File: src/design/imusbd_pkg.sv
// Shared types, constants and saturation helpers for the IMU smoother.
package imusbd_pkg;

    localparam int unsigned NumCh = 6;

    // configuration register indexes
    localparam logic [1:0] CFG_ACCEL_FS  = 2'd0;
    localparam logic [1:0] CFG_GYRO_FS   = 2'd1;
    localparam logic [1:0] CFG_THRESHOLD = 2'd2;

    localparam logic [4:0]  ACCEL_FS_RST  = 5'd16;
    localparam logic [10:0] GYRO_FS_RST   = 11'd250;
    localparam logic [30:0] THRESHOLD_RST = 31'd8586527;

    // coefficient: k = (min(el, 1e6) * 2^16 + 5e5) / 1e6 = floor((el * 1024 + 7812) / 15625),
    // the division done as a multiply by ceil(2^44 / 15625), exact for numerators below 2^30
    localparam logic [19:0] ELAPSED_MAX = 20'd1000000;
    localparam logic [29:0] K_ROUND_Q10 = 30'd7812;
    localparam logic [30:0] K_RECIP     = 31'd1125899907;
    localparam int unsigned KShift      = 44;
    localparam int unsigned KBits       = 17;

    // 9.81 in Q16.16, truncated
    localparam logic signed [20:0] GRAVITY_Q16 = 21'sd642908;
    localparam logic signed [28:0] ONE_Q16     = 29'sd65536;

    localparam logic signed [55:0] W_MAX = 56'sd2147483647;
    localparam logic signed [55:0] W_MIN = -56'sd2147483648;

    typedef enum logic [2:0] {
        S_IDLE,
        S_DIV,
        S_MUL,
        S_UPD,
        S_WAIT
    } t_state;

    // step strobes sent to every lane
    typedef struct packed {
        logic ld;
        logic pre;
        logic mul;
        logic upd;
        logic commit;
    } t_lane_ctl;

    function automatic logic signed [31:0] sat32(input logic signed [55:0] v);
        logic signed [31:0] r;
        if (v > W_MAX) begin
            r = 32'sh7FFF_FFFF;
        end else if (v < W_MIN) begin
            r = 32'sh8000_0000;
        end else begin
            r = v[31:0];
        end
        return r;
    endfunction

    function automatic logic signed [20:0] sat_out21(input logic signed [31:0] v);
        logic signed [20:0] r;
        if (v > 32'sd1048575) begin
            r = 21'sd1048575;
        end else if (v < -32'sd1048576) begin
            r = -21'sd1048576;
        end else begin
            r = v[20:0];
        end
        return r;
    endfunction

    function automatic logic signed [27:0] sat_out28(input logic signed [31:0] v);
        logic signed [27:0] r;
        if (v > 32'sd134217727) begin
            r = 28'sd134217727;
        end else if (v < -32'sd134217728) begin
            r = -28'sd134217728;
        end else begin
            r = v[27:0];
        end
        return r;
    endfunction

endpackage

File: src/design/imusbd_vel.sv
// Velocity integrator on unfiltered X acceleration, with the latching burnout flag.
module imusbd_vel (
    input  logic                          i_clk,
    input  logic                          i_rst_n,
    input  imusbd_pkg::t_lane_ctl         i_ctl,
    input  logic signed [27:0]            i_x0,
    input  logic [imusbd_pkg::KBits-1:0]  i_k,
    input  logic [30:0]                   i_threshold,
    output logic                          o_flag
);

    logic signed [49:0] r_ap;
    logic signed [51:0] r_ak;
    logic signed [31:0] r_vnew;
    logic               r_hit;
    logic signed [31:0] r_v;
    logic               r_lat;

    logic signed [28:0] w_xa;
    logic signed [33:0] w_a;
    logic signed [35:0] w_sh;
    logic signed [55:0] w_sum;
    logic signed [31:0] w_vsat;

    always_comb begin
        w_xa   = $signed({i_x0[27], i_x0}) + imusbd_pkg::ONE_Q16;
        w_a    = r_ap[49:16];
        w_sh   = r_ak[51:16];
        w_sum  = $signed({{20{w_sh[35]}}, w_sh}) + $signed({{24{r_v[31]}}, r_v});
        w_vsat = imusbd_pkg::sat32(w_sum);
    end

    always_ff @(posedge i_clk) begin
        if (!i_rst_n) begin
            r_v   <= '0;
            r_lat <= 1'b0;
        end else if (i_ctl.commit && !r_lat) begin
            r_v <= r_vnew;
            if (r_hit) begin
                r_lat <= 1'b1;
            end
        end
        if (i_ctl.pre) begin
            r_ap <= w_xa * imusbd_pkg::GRAVITY_Q16;
        end
        if (i_ctl.mul) begin
            r_ak <= w_a * $signed({1'b0, i_k});
        end
        if (i_ctl.upd) begin
            r_vnew <= w_vsat;
            r_hit  <= (w_vsat >= $signed({1'b0, i_threshold}));
        end
    end

    // flag as it stands after this item's commit
    assign o_flag = r_lat | r_hit;

endmodule

File: config.mk
export PLATFORM = sky130hd
export DESIGN_NAME = imusbd_vel
export DESIGN_NICKNAME = d
export VERILOG_FILES = /design/src/design/imusbd_pkg.sv /design/src/design/imusbd_vel.sv
export SDC_FILE = /design/constraint.sdc
export NUM_CORES = 2
export LEC_CHECK = 0
export ABC_AREA = 1
export BUFFER_PORTS_ARGS = -buffer_cell sky130_fd_sc_hd__buf_2
export CAP_MARGIN = 30
export CORE_MARGIN = 2
export CORE_UTILIZATION = 35
export CTS_BUF_LIST = sky130_fd_sc_hd__clkbuf_16
export DETAILED_ROUTE_END_ITERATION = 6
export PLACE_DENSITY = 0.61
export SLEW_MARGIN = 20
export SYNTH_ARGS = -nofsm -noshare
export SYNTH_HDL_FRONTEND = slang
export SYNTH_SLANG_ARGS = --single-unit
File: constraint.sdc
create_clock -name i_clk -period 9.55 [get_ports i_clk]
set_input_delay 0.955 -clock i_clk [delete_from_list [all_inputs] [get_ports i_clk]]
set_output_delay 0.955 -clock i_clk [all_outputs]
set_load 0.02 [all_outputs]
==> impl_metrics.toml <==
[status]
outcome = "finished, violations left"
violations = "DRC"

[sta]
relSlewSlack_pct = 35.4
fin_crit_sh_pct = 80.9
setup_tns_ns = 0
clock_skew_ns = 0.0168
worst_pin_slew_ns = 0.969
fmax_mhz = 129
holdWs_ns = 0.473
hold_viol_final = 0
rsz0062_at_grt = "false"
min_period_ns = 7.72
finalSetupViolCount = 0
maxSlewViolCount = 0

[logic_synthesis]
synthDistinctLibCells = 39
synth.area.mux_share_pct = 0
synth_flop_cell = "edfxtp_1"
synth_compound_area_share_pct = 5.05
synth_adder_area_share_pct = 53.0
yosysWarnings = 0
netlist_area_sq_um = 40400
yosys.area_share.simple_pct = 14.7
synthesis.nets = 6299
syn_inst = 4997
synth_xor_xnor_area_share_pct = 2.69
ys_top_cells_by_area = "fa_1 41%, inv_1 14%, ha_1 12%, nand2_1 10%, edfxtp_1 7.6%"
syn_avg_cell_area_sq_um = 8.09
yosys.area.top_type = "fa_1"
yosysSeqAreaShare_pct = 9.28
ys_ff_latch = 136
synth_edf_count = 103
synth_top_family_by_area = "adder cells"
yosysTopAreaCellShare_pct = 40.8
ys_async_sr_fraction_pct = 0

[clock_network]
cts_sinks = 136
tritoncts = "built"
cts_resized = 0
cts-buffers-inserted = 17
ctsHoldBuffers = 0
max-clock-path-buffers = 2
root_buffer = "clkbuf_16"
cts_setup_buffers = 0
clkLatencyLatePin_ns = 0.49
htree_num_levels = 4
clkTransAtPathRegs_ns = 0.06

[placed_design]
placedCellCount = 6451
gp_congestion = 0.920
numPortBuffers = 82
dpl.hpwl_um = 86200

[detailed_routing]
via_per_inst = 4.63
drt-wirelength-per-cell_um = 15.5
drt-initial-drc-count = 1635
dr.max_layer_used = "met5"
drt-total-wl_um = 100000
wl_met2_um = 48000
vias = 30000
drt_pre_antenna_iters = 7
route.met3.wl_um = 3660
drc = 1
wl_met1_um = 46600
ant_nets = 0

[worst_setup_path]
cp-start-kind = "input pin"
critPathKind = "in2reg"
critPathLaunch = "i_x0[16]"
critPathBufInv = 5
cpLargestDelayFamily = "adder cells"
r2r_start = "r_ap[49]"
worst_setup_path_end_kind = "register"
crit_required_ns = 9.77
critPathArrivalTime_ns = 7.95
cp_max_fo = 8
crit_slowest_cell = "xor2_1"
slowest_delay_ns = 0.67
crit_top_cell = "fa_1"

[final_layout]
area_delta_synth_final_pct = 5.87
nets = 6260
final_cell_mix = "1487 x inv_1, 1095 x nand2_1, 825 x fa_1"
fin_util_pct = 37.4
final_common_cell = "inv_1"
final_layout_size_suffix_gt1_share_pct = 2.78
fin_cells = 6484

[floorplan]
core_sq_um = 115000
io_pins = 84
dieArea_sq_um = 118000
start_util_pct = 35.3
rows = 124
die_width_um = 344
dieHeight_um = 344

[global_route]
grt_pass1_wl_um = 168000
grt-ovfl-total = 0
grt_max_degree = 37
grt_util_all_layers_pct = 17.8
first_global_vias = 32600
grt_antenna_before_repair = 5

[job]
max_cap_violations = 0

[hold_path]
hold_class = "reg2reg"
min-delay-start = "r_vnew[12]"
==> state kept, by name, indices dropped and copies added (netlist names) <==
name / cells
r_vnew: 32
r_lat: 1
r_hit: 1
r_v: 32
r_ak: 36
r_ap: 34
==> path summary, 6_finish.rpt <==
check	end	slack, ns	cells after the start
worst min register to register	r_v[12]	0.47	2
worst max-delay path	r_ap[49]	1.83	27
worst min-delay path	r_v[12]	0.47	2
worst max register to register	r_ak[46]	3.09	20
==> worst register-to-register path: stages, from the launching register on <==
cell and delay, ns:
edfxtp_1 0.87, nand2_1 0.22, inv_1 0.18, fa_1 0.47, fa_1 0.81, inv_1 0.11, fa_1 0.48, fa_1 0.57
fa_1 0.43, fa_1 0.49, inv_1 0.04, ha_1 0.37, nand2_1 0.16, nor2_1 0.19, inv_1 0.09, nor2_1 0.18
nand2_1 0.09, nor3_1 0.15, nand2_1 0.08, nand3_1 0.15, xor2_1 0.10
==> cells in the mapped netlist, types with 33 or more instances <==
| cell type | instances |
|---|---|
| edfxtp_1 | 103 |
| xor2_1 | 84 |
| xnor2_1 | 40 |
| inv_1 | 1487 |
| ha_1 | 394 |
| nand2_1 | 1095 |
| fa_1 | 825 |
| clkbuf_1 | 141 |
| o21ai_0 | 113 |
| nor2_1 | 273 |
| nand3_1 | 67 |
| dfxtp_1 | 33 |
| a21oi_1 | 166 |
==> final cells by class <==
class	count	area, sq um
antenna	1	2.50
fill	11900	71700
inverter	1487	5580
sequential	136	3750
clock buffer	17	425
clock inverter	15	156
multi-input combinational	3223	30500
tap	1512	1890
timing repair buffer	93	493
==> kinds of logic after synthesis <==
logic type / Yosys count
adders and majority gates: 1219
AOI/OAI and AO/OA: 368
and+or+nand+nor: 1512
DFF: 136
xor gates and xnor gates: 124
buffers and inverters: 1638
==> layer usage <==
| layer | vias to the layer above | global-route usage (%) |
|---|---|---|
| li1 | 14400 | - |
| met2 | 544 | 30.6 |
| met1 | 14900 | 23.9 |
| met4 | 8 | 4.38 |
| met3 | 121 | 1.95 |
| met5 | - | 0 |
==> through the flow <==
step                cell area, sq um  setup slack (ns)
finish                         42800              1.83
global route                   42800              1.33
floorplan                      40400              2.42
global placement               42200              1.34
CTS                            42800              1.80
detailed placement             42200              1.29
Power is not shown: default switching activity piles up to over one toggle a cycle in this logic, so the estimate is an artifact.
