`src/design/imusbd_pkg.sv`:
```
// Shared types, constants and saturation helpers for the IMU smoother.
package imusbd_pkg;

    localparam int unsigned NumCh = 6;

    // configuration register indexes
    localparam logic [1:0] CFG_ACCEL_FS  = 2'd0;
    localparam logic [1:0] CFG_GYRO_FS   = 2'd1;
    localparam logic [1:0] CFG_THRESHOLD = 2'd2;

    localparam logic [4:0]  ACCEL_FS_RST  = 5'd16;
    localparam logic [10:0] GYRO_FS_RST   = 11'd250;
    localparam logic [30:0] THRESHOLD_RST = 31'd8586527;

    // coefficient: k = (min(el, 1e6) * 2^16 + 5e5) / 1e6 = floor((el * 1024 + 7812) / 15625),
    // the division done as a multiply by ceil(2^44 / 15625), exact for numerators below 2^30
    localparam logic [19:0] ELAPSED_MAX = 20'd1000000;
    localparam logic [29:0] K_ROUND_Q10 = 30'd7812;
    localparam logic [30:0] K_RECIP     = 31'd1125899907;
    localparam int unsigned KShift      = 44;
    localparam int unsigned KBits       = 17;

    // 9.81 in Q16.16, truncated
    localparam logic signed [20:0] GRAVITY_Q16 = 21'sd642908;
    localparam logic signed [28:0] ONE_Q16     = 29'sd65536;

    localparam logic signed [55:0] W_MAX = 56'sd2147483647;
    localparam logic signed [55:0] W_MIN = -56'sd2147483648;

    typedef enum logic [2:0] {
        S_IDLE,
        S_DIV,
        S_MUL,
        S_UPD,
        S_WAIT
    } t_state;

    // step strobes sent to every lane
    typedef struct packed {
        logic ld;
        logic pre;
        logic mul;
        logic upd;
        logic commit;
    } t_lane_ctl;

    function automatic logic signed [31:0] sat32(input logic signed [55:0] v);
        logic signed [31:0] r;
        if (v > W_MAX) begin
            r = 32'sh7FFF_FFFF;
        end else if (v < W_MIN) begin
            r = 32'sh8000_0000;
        end else begin
            r = v[31:0];
        end
        return r;
    endfunction

    function automatic logic signed [20:0] sat_out21(input logic signed [31:0] v);
        logic signed [20:0] r;
        if (v > 32'sd1048575) begin
            r = 21'sd1048575;
        end else if (v < -32'sd1048576) begin
            r = -21'sd1048576;
        end else begin
            r = v[20:0];
        end
        return r;
    endfunction

    function automatic logic signed [27:0] sat_out28(input logic signed [31:0] v);
        logic signed [27:0] r;
        if (v > 32'sd134217727) begin
            r = 28'sd134217727;
        end else if (v < -32'sd134217728) begin
            r = -28'sd134217728;
        end else begin
            r = v[27:0];
        end
        return r;
    endfunction

endpackage

```
`src/design/imusbd_kdiv.sv`:
```
// Filter coefficient from elapsed time by reciprocal multiplication.
module imusbd_kdiv (
    input  logic                             i_clk,
    input  logic                             i_rst_n,
    input  logic                             i_start,
    input  logic [19:0]                      i_elapsed_us,
    output logic                             o_done,
    output logic [imusbd_pkg::KBits-1:0]     o_k
);

    logic        r_busy;
    logic [29:0] r_num;
    logic [imusbd_pkg::KBits-1:0] r_k;

    logic [19:0] w_el;
    logic [29:0] w_num;
    logic [60:0] w_prod;

    always_comb begin
        w_el   = (i_elapsed_us > imusbd_pkg::ELAPSED_MAX) ? imusbd_pkg::ELAPSED_MAX
                                                           : i_elapsed_us;
        w_num  = {w_el, 10'd0} + imusbd_pkg::K_ROUND_Q10;
        w_prod = r_num * imusbd_pkg::K_RECIP;
    end

    always_ff @(posedge i_clk) begin
        if (!i_rst_n) begin
            r_busy <= 1'b0;
        end else begin
            r_busy <= i_start;
        end
        if (i_start) begin
            r_num <= w_num;
        end
        if (r_busy) begin
            r_k <= w_prod[imusbd_pkg::KShift+imusbd_pkg::KBits-1:imusbd_pkg::KShift];
        end
    end

    // quotient is registered at the end of the busy cycle
    assign o_done = r_busy;
    assign o_k    = r_k;

endmodule

```
`config.mk`:
```
export PLATFORM = sky130hd
export DESIGN_NAME = imusbd_kdiv
export DESIGN_NICKNAME = d
export VERILOG_FILES = /design/src/design/imusbd_pkg.sv /design/src/design/imusbd_kdiv.sv
export SDC_FILE = /design/constraint.sdc
export NUM_CORES = 1
export LEC_CHECK = 0
export BUFFER_PORTS_ARGS = -buffer_cell sky130_fd_sc_hd__buf_2
export CAP_MARGIN = 20
export CORE_MARGIN = 4
export CORE_UTILIZATION = 60
export CTS_CLUSTER_DIAMETER = 60
export DETAILED_ROUTE_END_ITERATION = 10
export HOLD_SLACK_MARGIN = 0.06
export PLACE_DENSITY = 0.83
export RECOVER_POWER = 25
export SLEW_MARGIN = 20
export SYNTH_ARGS = -nofsm -noshare
export SYNTH_HDL_FRONTEND = slang
export SYNTH_SLANG_ARGS = --single-unit
```
`constraint.sdc`:
```
create_clock -name i_clk -period 6.6 [get_ports i_clk]
set_clock_uncertainty 0.2 [all_clocks]
set_input_delay 1.32 -clock i_clk [delete_from_list [all_inputs] [get_ports i_clk]]
set_output_delay 1.32 -clock i_clk [all_outputs]
set_load 0.05 [all_outputs]
```
==> run summary <==
## Outcome
* **outcome** finished with violations
* **violated checks** setup timing

## Critical path
* **category of the critical setup timing path** reg -> reg
* **Crit path largest cell delay** 0.57 ns
* **maximum fanout along the worst path** 4
* **crit path max-delay cell type** fa_1
* **signal arrival time at the worst endpoint** 7.38 ns
* **crit-path cells** buf_4 > ha_1 > inv_1 > fa_1 > inv_2 > fa_1 > fa_1 > fa_1 > fa_1 > fa_1 > ha_1 > ha_4 > buf_4 > o21ai_1 > nand2b_1 > a41oi_1 > o21ai_1 > a21oi_2 > o21ai_2 > a211o_1 > o31a_1 > o311ai_2
* **Critical Path Sink Type** register
* **data required time at the worst endpoint** 6.50 ns
* **cell with the most instances on the worst path** fa_1
* **Setup crit start kind** register

## Placement
* **count of input and output buffers** 40
* **half-perimeter wire length of the detailed placement result** 31600 microns
* **post-placement worst setup slack** -0.683 ns
* **global placement routability congestion** 1.05

## Clocking
* **maximum level of the CTS H-tree** 2
* **clock-pin slew reported for the worst setup and hold paths after clock tree synthesis** 0.07 ns
* **number of clock sinks** 38
* **number of clock buffers inserted by TritonCTS** 5
* **# hold bufs at CTS** 0
* **clock tree buffer depth** 2
* **root buffer cell** clkbuf_16
* **source-to-sink clock delay at the later pin of the worst-skew pair** 0.30 ns
* **clock tree from TritonCTS** built

## Die
* **effective utilization at floorplan** 61.5%
* **die extent in y** 150 microns
* **Core Region** 0.0196 sq mm
* **Core Rows** 51
* **num ports** 41
* **horizontal die dimension** 150 microns
* **area enclosed by the die boundary** 0.0224 sq mm

## Routing
* **Iter 0 DRT Violations** 1402
* **post-detailed-route count of antenna-violating nets** 0
* **routed wire length** 46500 microns
* **average wire length per cell after detail routing** 27.2 microns
* **remaining routing DRC violations** 0
* **number of optimization iterations in the first detailed-route pass** 6
* **number of vias per cell** 6.40
* **via count** 11000

## GRT
* **maximum number of pins on one net before global-route repair** 22
* **gr usage total** 38.2%
* **gr ovfl total** 0
* **first-pass GRT wire length** 63700 microns
* **number of global-route vias before repair** 11200
* **antenna violations before repair** 2

## Finish
* **P&R area growth vs syn** 29.2%
* **Final #Nets** 1966
* **layout cell share with drive strength beyond 1** 30.8%
* **Final Core Density** 79.5%

## STA
* **setup ws final** -0.883 ns
* **Final setup viols** 17
* **setup repair after global routing missed its margin** true
* **shortest period the worst path allows** 7.48 ns
* **Worst Max-Slew Pin Slew** 1.37 ns
* **Final Hold Vio Count** 0
* **final slew viol count** 0
* **FMAX** 134 MHz
* **ratio of final minimum period to clock period** 113%
* **relative max-transition margin** 8.80%

## Yosys
* **post-synthesis cell type with the largest combined area** fa_1
* **sequential share of the synthesized area** 9.38%
* **post-synthesis cell area** 0.0121 sq mm
* **async set-reset flop share out of synthesis** 0%
* **count of state elements after synthesis** 38
* **Post-Syn Instances** 1180
* **Top FF cell, synth** edfxtp_1
* **unique cell type count in the Yosys netlist** 57
* **leading cell types by total area after synthesis** fa_1 (35%), ha_1 (30%), inv_1 (10%), edfxtp_1 (9.2%), a21oi_1 (1.9%)
* **EDFF count, synth** 37
* **portion of synthesized cell area occupied by the leading cell type** 34.9%
* **post-synthesis net count** 1700
* **synthesized area per cell** 10.2 sq um
* **Synthesis Warnings** 0

## Flow run
* **max-cap violations** 0

## Min path
* **Hold Path Class** reg -> reg

## routing by layer
metal | share of wire [%] | vias up | GRT usage, %
li1 | - | 4329 | -
met2 | 44 | 1062 | 62.0
met3 | 13 | 388 | 10.1
met1 | 33 | 5184 | 47.2
met5 | 0.043 | - | 0
met4 | 10 | 2 | 19.7
## worst paths after layout
check	from	to	slack, ns	cells past startpoint
min reg2reg	o_done$_SDFF_PN0_	o_k[13]$_DFFE_PP_	0.64	0
max	r_num[15]$_DFFE_PP_	o_k[14]$_DFFE_PP_	-0.88	22
max reg2reg	r_num[15]$_DFFE_PP_	o_k[14]$_DFFE_PP_	-0.88	22
min	o_done$_SDFF_PN0_	o_k[13]$_DFFE_PP_	0.64	0
## cells by family after synthesis
logic type | count (synthesis) | share of synthesized area, %
AO/OA/AOI/OAI | 137 | 7.34
XOR/XNOR | 34 | 2.47
adder cells (fa/ha/maj) | 497 | 64.7
buffers and inverters | 333 | 10.4
flip-flops | 38 | 9.38
multiplexers | 1 | 0.0830
AND/OR/NAND/NOR | 140 | 5.71
## synth_stat cells (2+ instances only)
library cell,instances
inv_1,328
ha_1,287
fa_1,210
a21oi_1,45
nand2_1,44
edfxtp_1,37
nor2_1,26
o21ai_0,24
a21o_1,21
xor2_1,18
xnor2_1,16
nand3_1,15
nand4_1,10
nor3_1,8
and3_1,7
nor4_1,6
a31oi_1,5
nor2b_1,5
or2_2,5
clkbuf_1,4
nand2b_1,4
o211ai_1,4
o21a_1,4
o21ai_1,4
a2111oi_0,3
o2111ai_1,3
or3_1,3
a21boi_0,2
a41oi_1,2
o21bai_1,2
o311ai_1,2
## flip-flops by register name, summed over array words and instances (netlist names)
signal and cells:
r_num 20, o_k 17, o_done 1
## worst max-delay path, delay by kind of cell, from the launching register on
family	cells	cell delay, ns
DFF	1	0.45
AOI/OAI and AO/OA	8	1.93
adders and majority gates	9	4.06
and+or+nand+nor	1	0.14
buffers and inverters	4	0.49
## final cells by class
type	count	area, sq um
Tap cell	265	332
Timing Repair Buffer	263	1920
Clock buffer	6	129
Antenna cell	1	2.50
Clock inverter	2	15.0
Inverter	329	1230
Multi-Input combinational cell	809	10800
Fill cell	987	4020
Sequential cell	38	1130
## cells in the final DEF, fill, tap and decap left out, types with 5 or more instances in the layout
master and n:
a21oi_1 29, nand4_1 10, nor3_1 7, a21o_1 21, nor2b_1 5, buf_2 39, inv_2 24, clkbuf_16 5
nor2_1 23, nand3_1 11, xnor2_1 15, and3_1 6, nand2_1 40, ha_1 229, ha_4 56, a21oi_2 14
buf_6 12, or2_2 5, buf_4 211, edfxtp_1 37, fa_2 33, o21ai_0 18, xor2_1 15, inv_1 304
fa_1 177, o21ai_2 7
## metrics by stage
step	instance area, sq um	hold WS [ns]	std cells	TNS, ns
floorplan	12300	0.710	1180	-0.208
global placement	14100	0.618	1657	-5.78
detailed placement	14100	0.636	1657	-6.88
CTS	15100	0.642	1699	-3.09
global route	15600	0.703	1712	-10.59
finish	15600	0.645	1713	-8.55
## repair_timing
action / in CTS / in global routing
buffers inserted: 34 / 15
pin swaps: 108 / 80
gates resized for setup: 96 / 74
endpoints found under the setup margin: 17 / 17
Power is left out: the tool's default activity adds up to more than one toggle a clock period on the data nets, which glitch-free logic cannot reach.
