<file path="config.mk">
export PLATFORM = sky130hd
export DESIGN_NAME = imusbd_lane
export DESIGN_NICKNAME = d
export VERILOG_FILES = /design/src/design/imusbd_pkg.sv /design/src/design/imusbd_lane.sv
export SDC_FILE = /design/constraint.sdc
export NUM_CORES = 2
export LEC_CHECK = 0
export ABC_AREA = 1
export BUFFER_PORTS_ARGS = -buffer_cell sky130_fd_sc_hd__buf_2
export CAP_MARGIN = 20
export CORE_ASPECT_RATIO = 0.7
export CORE_UTILIZATION = 60
export CTS_BUF_LIST = sky130_fd_sc_hd__clkbuf_2
export DETAILED_ROUTE_END_ITERATION = 8
export GPL_TIMING_DRIVEN = 1
export PLACE_DENSITY = 0.88
export SYNTH_ARGS = -nofsm -noshare
export SYNTH_HDL_FRONTEND = slang
export SYNTH_SLANG_ARGS = --single-unit
</file>
<file path="constraint.sdc">
create_clock -name i_clk -period 9.4 [get_ports i_clk]
set_clock_uncertainty 0.15 [all_clocks]
set_input_delay 2.35 -clock i_clk [delete_from_list [all_inputs] [get_ports i_clk]]
set_output_delay 2.35 -clock i_clk [all_outputs]
set_load 0.02 [all_outputs]
</file>
<file path="src/design/imusbd_pkg.sv">
// Shared types, constants and saturation helpers for the IMU smoother.
package imusbd_pkg;

    localparam int unsigned NumCh = 6;

    // configuration register indexes
    localparam logic [1:0] CFG_ACCEL_FS  = 2'd0;
    localparam logic [1:0] CFG_GYRO_FS   = 2'd1;
    localparam logic [1:0] CFG_THRESHOLD = 2'd2;

    localparam logic [4:0]  ACCEL_FS_RST  = 5'd16;
    localparam logic [10:0] GYRO_FS_RST   = 11'd250;
    localparam logic [30:0] THRESHOLD_RST = 31'd8586527;

    // coefficient: k = (min(el, 1e6) * 2^16 + 5e5) / 1e6 = floor((el * 1024 + 7812) / 15625),
    // the division done as a multiply by ceil(2^44 / 15625), exact for numerators below 2^30
    localparam logic [19:0] ELAPSED_MAX = 20'd1000000;
    localparam logic [29:0] K_ROUND_Q10 = 30'd7812;
    localparam logic [30:0] K_RECIP     = 31'd1125899907;
    localparam int unsigned KShift      = 44;
    localparam int unsigned KBits       = 17;

    // 9.81 in Q16.16, truncated
    localparam logic signed [20:0] GRAVITY_Q16 = 21'sd642908;
    localparam logic signed [28:0] ONE_Q16     = 29'sd65536;

    localparam logic signed [55:0] W_MAX = 56'sd2147483647;
    localparam logic signed [55:0] W_MIN = -56'sd2147483648;

    typedef enum logic [2:0] {
        S_IDLE,
        S_DIV,
        S_MUL,
        S_UPD,
        S_WAIT
    } t_state;

    // step strobes sent to every lane
    typedef struct packed {
        logic ld;
        logic pre;
        logic mul;
        logic upd;
        logic commit;
    } t_lane_ctl;

    function automatic logic signed [31:0] sat32(input logic signed [55:0] v);
        logic signed [31:0] r;
        if (v > W_MAX) begin
            r = 32'sh7FFF_FFFF;
        end else if (v < W_MIN) begin
            r = 32'sh8000_0000;
        end else begin
            r = v[31:0];
        end
        return r;
    endfunction

    function automatic logic signed [20:0] sat_out21(input logic signed [31:0] v);
        logic signed [20:0] r;
        if (v > 32'sd1048575) begin
            r = 21'sd1048575;
        end else if (v < -32'sd1048576) begin
            r = -21'sd1048576;
        end else begin
            r = v[20:0];
        end
        return r;
    endfunction

    function automatic logic signed [27:0] sat_out28(input logic signed [31:0] v);
        logic signed [27:0] r;
        if (v > 32'sd134217727) begin
            r = 28'sd134217727;
        end else if (v < -32'sd134217728) begin
            r = -28'sd134217728;
        end else begin
            r = v[27:0];
        end
        return r;
    endfunction

endpackage

</file>
<file path="src/design/imusbd_lane.sv">
// One low-pass filter lane: scale, weighted difference, saturating state update.
module imusbd_lane (
    input  logic                          i_clk,
    input  logic                          i_rst_n,
    input  imusbd_pkg::t_lane_ctl         i_ctl,
    input  logic signed [15:0]            i_raw,
    input  logic [10:0]                   i_range,
    input  logic [imusbd_pkg::KBits-1:0]  i_k,
    output logic signed [27:0]            o_x,
    output logic signed [31:0]            o_new
);

    logic signed [27:0] r_x;
    logic signed [50:0] r_prod;
    logic signed [31:0] r_new;
    logic signed [31:0] r_s;

    logic signed [27:0] w_xr;
    logic signed [32:0] w_diff;
    logic signed [50:0] w_sh;
    logic signed [55:0] w_sum;

    always_comb begin
        w_xr   = i_raw * $signed({1'b0, i_range});
        w_diff = $signed({{5{r_x[27]}}, r_x}) - $signed({r_s[31], r_s});
        w_sh   = r_prod >>> 16;
        w_sum  = $signed({{5{w_sh[50]}}, w_sh}) + $signed({{24{r_s[31]}}, r_s});
    end

    always_ff @(posedge i_clk) begin
        if (!i_rst_n) begin
            r_s <= '0;
        end else if (i_ctl.commit) begin
            r_s <= r_new;
        end
        if (i_ctl.ld) begin
            r_x <= w_xr <<< 1;
        end
        if (i_ctl.mul) begin
            r_prod <= $signed({1'b0, i_k}) * w_diff;
        end
        if (i_ctl.upd) begin
            r_new <= imusbd_pkg::sat32(w_sum);
        end
    end

    assign o_x   = r_x;
    assign o_new = r_new;

endmodule

</file>
==> run summary <==
Gate count after technology mapping = 4396
Synthesis-to-finish area growth = 4.06%
Post-synthesis cell area = 0.0349 sq mm
Most frequent cell after synthesis = inv_1
Final estimated routing congestion in global placement = 1.01
Final number of hold-violating endpoints = 0
CTS clock-pin slew for the worst setup and hold paths = 0.25 ns
Unique masters post-synth = 63
Main flop type after synthesis = edfxtp_1
Count of vias placed by the detailed router = 29900
Root buffer cell = clkbuf_2
Kind of end point of the critical path = register
Total cell area at the placement stage = 0.0361 sq mm
Worst Tran Pin Value = 1.06 ns
Layout cell share with drive strength beyond 1 = 5.74%
Critical setup path kind = reg -> reg
Top cells by count, synth = inv_1 (1119), nand2_1 (860), fa_1 (694)
CTS tree = done
Net Count, Synth = 5383
Leading area contributor after synthesis = fa_1
CP Launch Type = register
Warning count from the yosys run = 0
Finished layout cell area = 0.0364 sq mm
Status = finished, final reports clean
Class of the tightest hold or removal check = reg -> reg
Cell types occupying the most area after synthesis = fa_1 (40%), inv_1 (12%), nand2_1 (9.2%), ha_1 (8.7%), edfxtp_1 (8.1%)
Total number of placement rows = 73
Flip-flop and latch count after synthesis = 126
Residual DRC = 0
Maximum clock frequency = 114 MHz
Maximum clock insertion buffer count = 2
Antenna violations before repair = 3
Fin crit share = 93.6%
Vert. Die Dim = 204 um
Horizontal extent of the die = 290 um
Post-CTS setup buffer count = 0
Cell seen most often among critical-path stages = nand2_1
Final period demand of the worst path = 8.80 ns
HPWL after detailed placement = 87200 um
Number of buffers inserted by hold repair at cts = 0
Area share of the leading cell type in the synthesized netlist = 39.8%
Placeable Area = 0.0572 sq mm
Final count of pins violating max slew = 0
Cts bufs inserted = 17
Post-Route Setup TNS = 0 ns
Multi-input gate area in the final layout = 0.0266 sq mm
Starting utilization of the core area = 61.1%
Total grt overflow = 0
Floorplan die area = 0.0592 sq mm
Wire per inst = 20.2 um
Critical-path top delay cell = inv_1
H-tree Lvls = 4
Sequential standard cell area = 0.00346 sq mm
Worst path arrival time = 9.13 ns
Vias per cell = 5.75
Synth async-reset ratio = 0%
Count of buffers from port buffering = 108
Highest cell delay on the worst timing path = 0.60 ns
Share of synthesized area occupied by flip-flops and latches = 9.91%
Setup-failing EPs final = 0
IO Pins = 111
Mapped Avg Cell Area = 7.95 sq um
Final #Nets = 5413
CTS Sinks = 126
Count of max-cap constraint violations = 0
Number of filler cells placed in the layout = 4875
Largest net degree at the start of global routing = 65
Global-route wire length before repair = 168000 um
Data required time at the worst endpoint = 9.73 ns
RSZ-0062 raised after global routing = no
Number of enable flip-flop cells after synthesis = 94
Worst rel slew slack = 29.6%
Number of detailed-routing iterations run before antenna repair = 6
Number of cells upsized or downsized after cts = 0
Total wire length = 105000 um
Iteration-0 DRC Markers = 3641
Number of nets with antenna violations after detailed routing = 0
Skew-Pair Late Insertion Delay = 0.77 ns
Vias in the first global route = 31400
Maximum net fanout on the critical path = 12
GRT Util Overall = 36.9%
-- worst max-delay path, delay by kind of cell (launching register included) --
family / cells / cell delay [ns]
xor gates and xnor gates: 1 / 0.43
buffers and inverters: 5 / 0.87
and+or+nand+nor: 10 / 1.53
adders and majority gates: 8 / 4.00
AOI/OAI and AO/OA: 5 / 1.03
DFF: 1 / 0.46
-- cell families after synthesis --
group	share of synthesized area [%]
xor gates and xnor gates	2.61
DFF	9.91
AOI/OAI and AO/OA	6.32
buffers and inverters	13.9
adders and majority gates	48.4
other	0.0107
and+or+nand+nor	18.8
-- per-layer routing --
layer  vias to the layer above  global-route usage [%]  part of all wire (%)
li1                      13100                       -                     -
met1                     14500                    51.7                    40
met2                      1910                    54.8                    42
met3                       310                    11.8                    15
met4                         4                    11.1                   3.4
met5                         -                   0.650                 0.051
-- path summary, 6_finish.rpt --
path / start / to / slack [ns] / cells past startpoint
max: o_x[1]$_DFFE_PP_ / r_prod[26]$_DFFE_PP_ / 0.60 / 29
min: r_s[22]$_SDFFE_PN0P_ / r_s[22]$_SDFFE_PN0P_ / 0.38 / 2
max reg2reg: o_x[1]$_DFFE_PP_ / r_prod[26]$_DFFE_PP_ / 0.60 / 29
min reg2reg: r_s[22]$_SDFFE_PN0P_ / r_s[22]$_SDFFE_PN0P_ / 0.38 / 2
-- final cells by class --
class                           count  area share, %
Tap cell                          750           2.58
Timing Repair Buffer              147           2.29
Inverter                         1133           11.7
Antenna cell                        2         0.0138
Multi-Input combinational cell   3001           73.2
Clock inverter                     15          0.471
Clock buffer                       17          0.234
Sequential cell                   126           9.53
-- state kept, by name, summed over array words and instances (netlist names) --
signal,flops
r_s,32
o_x,27
o_new,32
r_prod,35
-- through the flow --
| step | instances | utilization (%) | setup WS, ns | hold WS, ns |
|---|---|---|---|---|
| after global routing | 5190 | 63.6 | 0.184 | 0.403 |
| final | 5191 | 63.6 | 0.601 | 0.378 |
| after CTS | 5189 | 63.6 | 0.909 | 0.378 |
| after floorplan | 4396 | - | 1.47 | 0.305 |
| after global placement | 5157 | 63.1 | 0.692 | 0.352 |
| after detailed placement | 5157 | 63.1 | 0.609 | 0.355 |
-- layout by cell type, fill, tap and decap left out, types with 5 or more instances in the layout --
| master | Yosys | layout |
|---|---|---|
| clkbuf_2 | 0 | 17 |
| inv_1 | 1119 | 1119 |
| o21bai_1 | 25 | 25 |
| inv_2 | 7 | 7 |
| xor2_1 | 58 | 58 |
| a21o_1 | 23 | 23 |
| dfxtp_1 | 32 | 32 |
| buf_2 | 10 | 108 |
| clkinv_1 | 7 | 8 |
| xnor2_1 | 36 | 36 |
| nand3_1 | 201 | 201 |
| or2_1 | 6 | 6 |
| nor3_1 | 19 | 19 |
| nand2_1 | 860 | 860 |
| nand2_2 | 19 | 19 |
| a31oi_1 | 22 | 22 |
| inv_6 | 0 | 6 |
| nor4_1 | 8 | 8 |
| a21oi_1 | 167 | 167 |
| edfxtp_1 | 94 | 94 |
| ha_1 | 242 | 242 |
| nor2_1 | 405 | 405 |
| nand4_1 | 22 | 22 |
| o21ai_0 | 99 | 99 |
| o21ai_1 | 5 | 5 |
| buf_4 | 6 | 39 |
| nand3_2 | 5 | 5 |
| fa_1 | 694 | 694 |
| o21a_1 | 6 | 6 |
| or2_2 | 15 | 15 |
| a21boi_0 | 6 | 6 |
Power is not shown: default switching activity piles up to over one toggle a cycle in this logic, so the estimate is an artifact.
